==> src/rtl/assert_macros.svh <==
// Assertion macros shared by the free-memory trend monitor RTL.
`ifndef ASSERT_MACROS_SVH
`define ASSERT_MACROS_SVH

`ifndef SYNTH

// Condition a must imply condition c in the same cycle.
`define ASSERT_IMPLIES(label, clk, rst_n, a, c) \
  label: assert property (@(posedge clk) disable iff (!(rst_n)) (a) |-> (c)) \
    else $error("assertion failed: same-cycle implication");

// Condition a must imply condition c in the next cycle.
`define ASSERT_NEXT(label, clk, rst_n, a, c) \
  label: assert property (@(posedge clk) disable iff (!(rst_n)) (a) |=> (c)) \
    else $error("assertion failed: next-cycle implication");

`else

`define ASSERT_IMPLIES(label, clk, rst_n, a, c)
`define ASSERT_NEXT(label, clk, rst_n, a, c)

`endif

`endif

==> src/rtl/fmtm_pkg.sv <==
// Package of the free-memory trend monitor: defaults, register indexes and level codes.
package fmtm_pkg;

  localparam int unsigned WINDOW_PAST_DEF = 5;
  localparam int unsigned SAMPLE_BITS_DEF = 24;

  localparam int unsigned CNT_W   = 8;
  localparam int unsigned THR_W   = 24;
  localparam int unsigned CFG_A_W = 2;

  localparam logic [CNT_W-1:0] CNT_MAX        = '1;
  localparam logic [THR_W-1:0] WARN_RESET     = 24'd80000;
  localparam logic [THR_W-1:0] DANGER_RESET   = 24'd120000;
  localparam logic [CNT_W-1:0] REF_PT_RESET   = 8'd7;

  typedef enum logic [CFG_A_W-1:0] {
    CFG_WARNING   = 2'd0,
    CFG_DANGER    = 2'd1,
    CFG_REF_POINT = 2'd2
  } cfg_idx_e;

  typedef enum logic [1:0] {
    LVL_NORMAL  = 2'd0,
    LVL_WARNING = 2'd1,
    LVL_DANGER  = 2'd2
  } level_e;

endpackage

==> src/rtl/free_memory_trend_monitor_top.sv <==
// Top level of the free-memory trend monitor: sample window, extremes, average, drift, grading.
//
//  channel  | direction | contents (lowest bit first)
//  ---------+-----------+--------------------------------------------------------------------
//  s_axis   | in        | free_bytes
//  m_axis   | out       | level, average_q4, average_valid, step_change, drift_q4,
//           |           | lowest_seen, highest_seen
//  cfg      | in        | register index and write data (always ready)
//
// One sample is taken every cycle unless the output stalls. Stage one updates the history,
// extremes and counter and forms the window sum; stage two divides by the window length with
// a single reciprocal multiply and forms the step and grade; stage three latches the reference
// average, forms the drift and holds the result. Each stage moves on when the next one is free,
// so a stalled output fills the empty stages before input stalls. Reset is asynchronous.
`include "assert_macros.svh"

module free_memory_trend_monitor_top
  import fmtm_pkg::*;
#(
  parameter int unsigned WINDOW_PAST = WINDOW_PAST_DEF,
  parameter int unsigned SAMPLE_BITS = SAMPLE_BITS_DEF,
  localparam int unsigned AVG_W   = SAMPLE_BITS + 4,
  localparam int unsigned STEP_W  = SAMPLE_BITS + 1,
  localparam int unsigned DRIFT_W = SAMPLE_BITS + 5,
  localparam int unsigned OUT_BITS = 2 + AVG_W + 1 + STEP_W + DRIFT_W + 2 * SAMPLE_BITS,
  localparam int unsigned OUT_W   = ((OUT_BITS + 7) / 8) * 8,
  localparam int unsigned IN_W    = ((SAMPLE_BITS + 7) / 8) * 8
) (
  input  logic               clk_i,
  input  logic               rst_ni,
  input  logic               s_axis_tvalid,
  output logic               s_axis_tready,
  input  logic [IN_W-1:0]    s_axis_tdata,   // free_bytes
  output logic               m_axis_tvalid,
  input  logic               m_axis_tready,
  // level, average_q4, average_valid, step_change, drift_q4, lowest_seen, highest_seen
  output logic [OUT_W-1:0]   m_axis_tdata,
  input  logic               cfg_valid_i,
  output logic               cfg_ready_o,
  input  logic [CFG_A_W-1:0] cfg_addr_i,
  input  logic [THR_W-1:0]   cfg_data_i
);

  localparam int unsigned DIV      = WINDOW_PAST + 1;
  localparam int unsigned DIV_BITS = $clog2(DIV);
  localparam int unsigned SUM_W    = SAMPLE_BITS + DIV_BITS;
  localparam int unsigned X_W      = SUM_W + 4;
  localparam int unsigned SHIFT    = X_W + DIV_BITS;
  localparam int unsigned M_W      = X_W + 1;
  localparam int unsigned PROD_W   = X_W + M_W;
  localparam logic [63:0] RECIP    = ((64'd1 << SHIFT) + 64'(DIV) - 64'd1) / 64'(DIV);
  localparam int unsigned CMP_W    = (SAMPLE_BITS > THR_W) ? SAMPLE_BITS : THR_W;

  localparam int unsigned OFS_AVG   = 2;
  localparam int unsigned OFS_VALID = OFS_AVG + AVG_W;
  localparam int unsigned OFS_STEP  = OFS_VALID + 1;
  localparam int unsigned OFS_DRIFT = OFS_STEP + STEP_W;
  localparam int unsigned OFS_LOW   = OFS_DRIFT + DRIFT_W;
  localparam int unsigned OFS_HIGH  = OFS_LOW + SAMPLE_BITS;

  // Configuration registers.
  logic [THR_W-1:0] warn_q, danger_q;
  logic [CNT_W-1:0] ref_pt_q;

  assign cfg_ready_o = 1'b1;

  always_ff @(posedge clk_i or negedge rst_ni) begin
    if (!rst_ni) begin
      warn_q   <= WARN_RESET;
      danger_q <= DANGER_RESET;
      ref_pt_q <= REF_PT_RESET;
    end else if (cfg_valid_i) begin
      case (cfg_idx_e'(cfg_addr_i))
        CFG_WARNING:   warn_q   <= cfg_data_i;
        CFG_DANGER:    danger_q <= cfg_data_i;
        CFG_REF_POINT: ref_pt_q <= cfg_data_i[CNT_W-1:0];
        default: ;
      endcase
    end
  end

  // Pipeline flow control.
  logic v1_q, v2_q, v3_q;
  logic adv2, adv3, in_acc;

  assign adv3          = v2_q && (!v3_q || m_axis_tready);
  assign adv2          = v1_q && (!v2_q || adv3);
  assign s_axis_tready = !v1_q || adv2;
  assign in_acc        = s_axis_tvalid && s_axis_tready;
  assign m_axis_tvalid = v3_q;

  always_ff @(posedge clk_i or negedge rst_ni) begin
    if (!rst_ni) begin
      v1_q <= 1'b0;
      v2_q <= 1'b0;
      v3_q <= 1'b0;
    end else begin
      if (in_acc) begin
        v1_q <= 1'b1;
      end else if (adv2) begin
        v1_q <= 1'b0;
      end
      if (adv2) begin
        v2_q <= 1'b1;
      end else if (adv3) begin
        v2_q <= 1'b0;
      end
      if (adv3) begin
        v3_q <= 1'b1;
      end else if (m_axis_tready) begin
        v3_q <= 1'b0;
      end
    end
  end

  // Stage one: running state and window sum.
  logic [SAMPLE_BITS-1:0] hist_q [WINDOW_PAST];
  logic [CNT_W-1:0]       cnt_q;
  logic [SAMPLE_BITS-1:0] peak_q, trough_q;
  logic [SAMPLE_BITS-1:0] cur;
  logic [SAMPLE_BITS-1:0] peak_d, trough_d;
  logic [SUM_W-1:0]       sum_d;

  assign cur = s_axis_tdata[SAMPLE_BITS-1:0];

  always_comb begin
    peak_d   = (cur > peak_q) ? cur : peak_q;
    trough_d = (cur < trough_q || trough_q == '0) ? cur : trough_q;
    sum_d    = SUM_W'(cur);
    for (int i = 0; i < WINDOW_PAST; i++) begin
      sum_d = sum_d + SUM_W'(hist_q[i]);
    end
  end

  always_ff @(posedge clk_i or negedge rst_ni) begin
    if (!rst_ni) begin
      for (int i = 0; i < WINDOW_PAST; i++) begin
        hist_q[i] <= '0;
      end
      cnt_q    <= '0;
      peak_q   <= '0;
      trough_q <= '0;
    end else if (in_acc) begin
      hist_q[0] <= cur;
      for (int i = 1; i < WINDOW_PAST; i++) begin
        hist_q[i] <= hist_q[i-1];
      end
      if (cnt_q != CNT_MAX) begin
        cnt_q <= cnt_q + 1'b1;
      end
      peak_q   <= peak_d;
      trough_q <= trough_d;
    end
  end

  logic [SAMPLE_BITS-1:0] cur1_q, prev1_q, peak1_q, trough1_q;
  logic [SUM_W-1:0]       sum1_q;
  logic                   valid1_q, latch1_q;

  always_ff @(posedge clk_i) begin
    if (in_acc) begin
      cur1_q    <= cur;
      prev1_q   <= hist_q[0];
      sum1_q    <= sum_d;
      valid1_q  <= (cnt_q > CNT_W'(WINDOW_PAST));
      latch1_q  <= (cnt_q == ref_pt_q);
      peak1_q   <= peak_d;
      trough1_q <= trough_d;
    end
  end

  // Stage two: divide by the window length, step and grading.
  logic [PROD_W-1:0]      prod;
  logic [SAMPLE_BITS-1:0] usage;
  logic [CMP_W-1:0]       usage_x;
  level_e                 level_d;
  logic [STEP_W-1:0]      step_d;

  // The reciprocal is rounded up with enough extra bits that the quotient is exact.
  assign prod    = PROD_W'({sum1_q, 4'b0000}) * PROD_W'(RECIP[M_W-1:0]);
  assign usage   = peak1_q - cur1_q;
  assign usage_x = CMP_W'(usage);

  always_comb begin
    if (usage_x > CMP_W'(danger_q)) begin
      level_d = LVL_DANGER;
    end else if (usage_x > CMP_W'(warn_q)) begin
      level_d = LVL_WARNING;
    end else begin
      level_d = LVL_NORMAL;
    end
    step_d = valid1_q ? ({1'b0, cur1_q} - {1'b0, prev1_q}) : '0;
  end

  logic [AVG_W-1:0]       avg2_q;
  logic [STEP_W-1:0]      step2_q;
  level_e                 level2_q;
  logic                   valid2_q, latch2_q;
  logic [SAMPLE_BITS-1:0] peak2_q, trough2_q;

  always_ff @(posedge clk_i) begin
    if (adv2) begin
      avg2_q    <= valid1_q ? prod[SHIFT +: AVG_W] : '0;
      step2_q   <= step_d;
      level2_q  <= level_d;
      valid2_q  <= valid1_q;
      latch2_q  <= latch1_q;
      peak2_q   <= peak1_q;
      trough2_q <= trough1_q;
    end
  end

  // Stage three: reference latch, drift and the result register.
  logic [SAMPLE_BITS-1:0] ref_q, ref_d;
  logic [DRIFT_W-1:0]     drift_d;

  always_comb begin
    ref_d   = latch2_q ? avg2_q[4 +: SAMPLE_BITS] : ref_q;
    drift_d = DRIFT_W'(avg2_q) - DRIFT_W'({ref_d, 4'b0000});
  end

  always_ff @(posedge clk_i or negedge rst_ni) begin
    if (!rst_ni) begin
      ref_q <= '0;
    end else if (adv3) begin
      ref_q <= ref_d;
    end
  end

  level_e                 level3_q;
  logic [AVG_W-1:0]       avg3_q;
  logic                   valid3_q;
  logic [STEP_W-1:0]      step3_q;
  logic [DRIFT_W-1:0]     drift3_q;
  logic [SAMPLE_BITS-1:0] low3_q, high3_q;

  always_ff @(posedge clk_i) begin
    if (adv3) begin
      level3_q <= level2_q;
      avg3_q   <= avg2_q;
      valid3_q <= valid2_q;
      step3_q  <= step2_q;
      drift3_q <= drift_d;
      low3_q   <= trough2_q;
      high3_q  <= peak2_q;
    end
  end

  always_comb begin
    m_axis_tdata                          = '0;
    m_axis_tdata[1:0]                     = level3_q;
    m_axis_tdata[OFS_AVG +: AVG_W]        = avg3_q;
    m_axis_tdata[OFS_VALID]               = valid3_q;
    m_axis_tdata[OFS_STEP +: STEP_W]      = step3_q;
    m_axis_tdata[OFS_DRIFT +: DRIFT_W]    = drift3_q;
    m_axis_tdata[OFS_LOW +: SAMPLE_BITS]  = low3_q;
    m_axis_tdata[OFS_HIGH +: SAMPLE_BITS] = high3_q;
  end

  // Checks.
  `ASSERT_IMPLIES(a_trough_below_peak, clk_i, rst_ni, trough_q != '0, peak_q >= trough_q)
  `ASSERT_NEXT(a_counter_saturates, clk_i, rst_ni, cnt_q == CNT_MAX, cnt_q == CNT_MAX)
  `ASSERT_IMPLIES(a_invalid_zero, clk_i, rst_ni, v3_q && !valid3_q, avg3_q == '0 && step3_q == '0)

endmodule

==> config.mk <==
export PLATFORM = sky130hd
export DESIGN_NAME = free_memory_trend_monitor_top
export DESIGN_NICKNAME = d
export VERILOG_FILES = /design/src/rtl/fmtm_pkg.sv /design/src/rtl/free_memory_trend_monitor_top.sv
export VERILOG_INCLUDE_DIRS = /design/src /design/src/rtl
export SDC_FILE = /design/constraint.sdc
export NUM_CORES = 2
export LEC_CHECK = 0
export ABC_AREA = 0
export BUFFER_PORTS_ARGS = -buffer_cell sky130_fd_sc_hd__buf_2
export CAP_MARGIN = 10
export CORE_ASPECT_RATIO = 1.5
export CORE_MARGIN = 2
export CORE_UTILIZATION = 40
export DETAILED_ROUTE_END_ITERATION = 10
export PLACE_DENSITY = 0.65
export SYNTH_ARGS = -nofsm -noshare
export SYNTH_HDL_FRONTEND = slang
export SYNTH_SLANG_ARGS = --single-unit
==> constraint.sdc <==
create_clock -name clk_i -period 6.9 [get_ports clk_i]
set_input_delay 0.345 -clock clk_i [delete_from_list [all_inputs] [get_ports clk_i]]
set_output_delay 0.345 -clock clk_i [all_outputs]
set_load 0.02 [all_outputs]
Yosys cells after proc, flatten, opt, wreduce, memory -nomap -nowiden
Cells that the tools add are included.
Widths: inputs -> output; s select.
{"block": "word_totals", "out_inout_bits": 139, "register_bits": 622, "inputBits": 55, "elab_cells": 84}
{"block": "classes", "n_lt_le_gt_ge": 5, "n_reduce_logical": 19, "add_sub_neg": 9, "eq_ne": 4, "n_mul": 1, "muxes": 10}
{"operator": "$gt 24x24->1", "n": 3}
{"operator": "$mux 24", "n": 3}
{"operator": "$mul 27x32->58 const B", "n": 1}
{"operator": "$add 27x24->27", "n": 2}
{"operator": "$sub 28x28->29", "n": 1}
{"operator": "$add 26x24->27", "n": 1}
{"operator": "$add 25x24->26", "n": 1}
{"operator": "$add 24x24->25", "n": 1}
{"operator": "$sub 24x24->25", "n": 1}
{"operator": "$logic_not 24->1", "n": 1}
{"operator": "$lt 24x24->1", "n": 1}
{"operator": "$sub 24x24->24", "n": 1}
{"operator": "$add 8x1->8 const B", "n": 1}
{"operator": "$eq 8x8->1", "n": 1}
{"operator": "$gt 8x3->1 const B", "n": 1}
{"operator": "$ne 8x8->1 const B", "n": 1}
{"operator": "$reduce_and 2->1", "n": 4}
{"operator": "$mux 1", "n": 7}
{"operator": "$reduce_bool 2->1", "n": 3}
{"operator": "$logic_or 1x1->1", "n": 4}
{"operator": "$logic_and 1x1->1", "n": 3}
{"operator": "$logic_not 1->1", "n": 3}
{"operator": "$eq 2x1->1 const B", "n": 1}
{"operator": "$eq 2x2->1 const B", "n": 1}
{"operator": "$logic_not 2->1", "n": 1}

Longest topological paths before layout
{"block": "logic_depth", "word_depth": 8, "depth_mapped": 24, "ltp_nobuf": 24}

Least setup slack after synthesis
No wires, ideal clock.
{"block": "synth_timing", "path_kind": "register to register", "from": "reg sum1_q[5]", "to": "reg avg2_q[22] (data pin)", "setup_slack_ns": 0.138, "stages_incl_launch_ff": 24, "t_arrival_ns": 6.491, "required_time_ns": 6.628, "setup_ns": 0.272, "n_path_buf": 0, "synth_period_minus_slack_ns": 6.762, "cell_sequence": "edfxtp_1 ha_1 inv_1 fa_1 inv_1 fa_1 fa_1 inv_1 fa_1 inv_1 fa_1 inv_1 fa_1 inv_1 ha_1 a21o_1 a21o_2 a221o_1 a31oi_1 o21ai_1 a211oi_2 o21ai_1 a211oi_1 nor4_1"}
{"block": "synth_via", "elab_chain_cells": 1}
{"element": "start, declared", "line_no": "free_memory_trend_monitor_top.sv:157", "text": "logic [SUM_W-1:0] sum1_q;"}
{"element": "start signal, assigned", "line_no": "free_memory_trend_monitor_top.sv:164", "text": "sum1_q <= sum_d;"}
{"element": "$mul 27x32->58", "line_no": "free_memory_trend_monitor_top.sv:180", "text": "assign prod = PROD_W'({sum1_q, 4'b0000}) * PROD_W'(RECIP[M_W-1:0]);"}
{"element": "end signal, assigned", "line_no": "free_memory_trend_monitor_top.sv:203", "text": "avg2_q <= valid1_q ? prod[SHIFT +: AVG_W] : '0;"}
{"element": "end, declared", "line_no": "free_memory_trend_monitor_top.sv:195", "text": "logic [AVG_W-1:0] avg2_q;"}
No other way between the ends.
A chain may end at the register's enable or synchronous reset.

Worst setup path after layout
{"block": "layout_timing", "from": "reg sum1_q[3]", "to": "reg avg2_q[22] (data pin)"}
Same word-level chain as after synthesis.

==> impl_metrics.yaml <==
run_status:
  status: "complete, no violations"
yosys:
  synth_area_per_cell_um2: 11.0
  synth-edff-count: 359
  synth_seq_cells: 618
  seq_area_frac_synth: 0.419
  synth_flop_cell: "edfxtp_1"
  yosysWarnings: 0
  ys_async_sr_fraction: 0.419
  synth_cell_types: 93
  syn_inst: 3741
  syn_area_um2: 41300
worst_setup_path:
  required_ps: 7250
  cp_max_fo: 3
  worstSetupStartpointType: "register"
  crit_start: "sum1_q[3]"
  critPathKind: "reg2reg"
  crit_arrival_ps: 7080
  timing.rr.start: "sum1_q[3]"
  endpoint_kind: "register"
placement:
  place_inst: 5234
  pre_cts_ws_ps: 34.7
  gp_congestion: 0.940
  port_buffers: 189
  hpwlAfterDp_um: 74000
clock_tree:
  htreeDepth: 3
  cts-buffers-inserted: 67
  cts_sinks: 618
  cts_tree: "done"
  clk_pin_slew_worst_paths_ps: 60
  clock_path_buffers: 3
  clock_latency_ps: 640
  ctsRootBufferMaster: "clkbuf_16"
finish:
  stdcell_count: 5390
  fin_util: 0.458
  layout-drive-gt1-share: 0.141
  nets: 4776
  area_growth_syn_to_layout_pct: 13.7
  final_common_cell: "inv_1"
  layout_common_cells: "630 x inv_1, 468 x nand2_1, 386 x ha_1"
sta:
  fin_tns_setup_ps: 0
  hold_viol: 0
  finClkSkew_ps: 35.0
  slew_headroom: 0.303
  worst_slew_pin_slew_ps: 1040
  fin_crit_ps: 6720
  fin_crit_sh: 0.974
  max_freq_mhz: 149
  postLayoutSetupSlackWorst_ps: 179
  slew_violations: 0
  setup_violations: 0
floorplan:
  std_cell_rows: 144
  die-area_um2: 106000
  ios: 194
  core_um2: 103000
  start_util: 0.403
  die_h_um: 397
  fp.dieW_um: 266
drt:
  routed_wl_um: 95700
  drc: 0
  highest_layer: "met5"
  first_pass_iters: 5
  wl_met2_um: 49100
  postRouteAntennaNets: 0
  met3_length_um: 3590
  drtIter0Drc: 1676
  viasPerCell: 5.11
  dr_total_vias: 27500
  m1WireLength_um: 39500
  avgRoutedWirePerCell_um: 17.8
global_route:
  grtUsageTotal: 0.182
  grt_max_degree: 176
  grt_pass1_wl_um: 151000
  grt_pass1_vias: 28100
  grt_overflow_total: 0
  antenna_found_initial: 5
hold_path:
  hold_path_class: "in2reg"
  hp-start: "cfg_data_i[0]"
job:
  drv_cap: 0
[stage by stage]
stage               area [µm²]  hold WS [ps]
global route             47000          27.3
finish                   47000          41.8
floorplan                41300          49.4
global placement         44200           401
detailed placement       44200           405
CTS                      46700          24.9
[cell type report]
class                      count  area [µm²]
antenna                        3        7.51
clock buffer                  90        1900
clock inverter                34         367
fill                        9336       55600
inverter                     639        2410
multi-input combinational   2392       21500
sequential                   618       17300
tap                         1314        1640
timing repair buffer         300        1890
[synthesized netlist by cell type, types with 30 or more instances]
cell      count  share of area
inv_1       638          0.058
nand2_1     470          0.043
ha_1        402           0.12
edfxtp_1    359           0.26
fa_1        301           0.15
dfrtp_1     244           0.15
a21oi_1     146          0.018
nor2_1      135          0.012
o21ai_0     109          0.013
mux2_2       85          0.023
a21o_1       84          0.015
xnor2_1      78          0.017
clkbuf_1     64         0.0058
nand3_1      49         0.0059
nor3_1       48         0.0058
nand4_1      40         0.0061
mux2i_1      30         0.0073
nand2b_1     30         0.0045
o211ai_1     30         0.0055
[flip-flops by register name, summed over array words and instances (netlist names), 25 cells and up]
name	count
hist_q	120
step3_q	25
avg2_q	28
sum1_q	27
step2_q	25
avg3_q	28
drift3_q	25
[kinds of logic (layout without fill, tap and decap cells)]
family,Yosys count,in the layout,share of synthesized area
simple gates,882,882,0.0958
flops,618,618,0.419
xor+xnor,106,106,0.0225
other cells,2,7,0.000182
mux,127,127,0.0337
compound gates,570,570,0.0930
fa+ha+maj,703,703,0.268
buf+inv,733,1063,0.0685
[critical path, stage by stage (launching register included)]
cell	delay, ps
edfxtp_1	450
ha_4	310
inv_2	50
fa_1	490
inv_2	60
fa_2	480
fa_1	590
inv_2	50
fa_1	540
inv_1	70
fa_1	500
inv_1	60
fa_2	550
inv_1	40
ha_2	270
a21o_1	180
a21o_2	220
a221o_1	310
a31oi_2	220
o21ai_2	120
a211oi_4	440
o21ai_2	140
a211oi_2	250
nor4_2	70
[worst paths after layout]
check | endpoint | cells after the start | slack, ps
setup / recovery | avg2_q[22] | 23 | 180
hold / removal | warn_q[0] | 2 | 40
setup reg to reg | avg2_q[22] | 23 | 180
hold reg to reg | high3_q[21] | 0 | 410
max in group asynchronous | ref_q[8] | 3 | 4930
min in group asynchronous | hist_q[3] | 2 | 420
[metal layers]
metal  global-route usage  vias to the layer above
met4               0.0715                        4
met3               0.0201                      182
met1                0.224                    13600
met5                    0                        -
li1                     -                    13200
met2                0.326                      594
[repair_timing]
| item | in CTS | in global routing |
|---|---|---|
| gates resized for setup | 0 | 61 |
| setup endpoints to repair | 0 | 19 |
| hold endpoints to repair | 154 | 0 |
| hold buffers | 25 | 0 |
| buffers inserted | 0 | 4 |
Power is left out: the tool's default activity adds up to more than one toggle a clock period on the data nets, which glitch-free logic cannot reach.
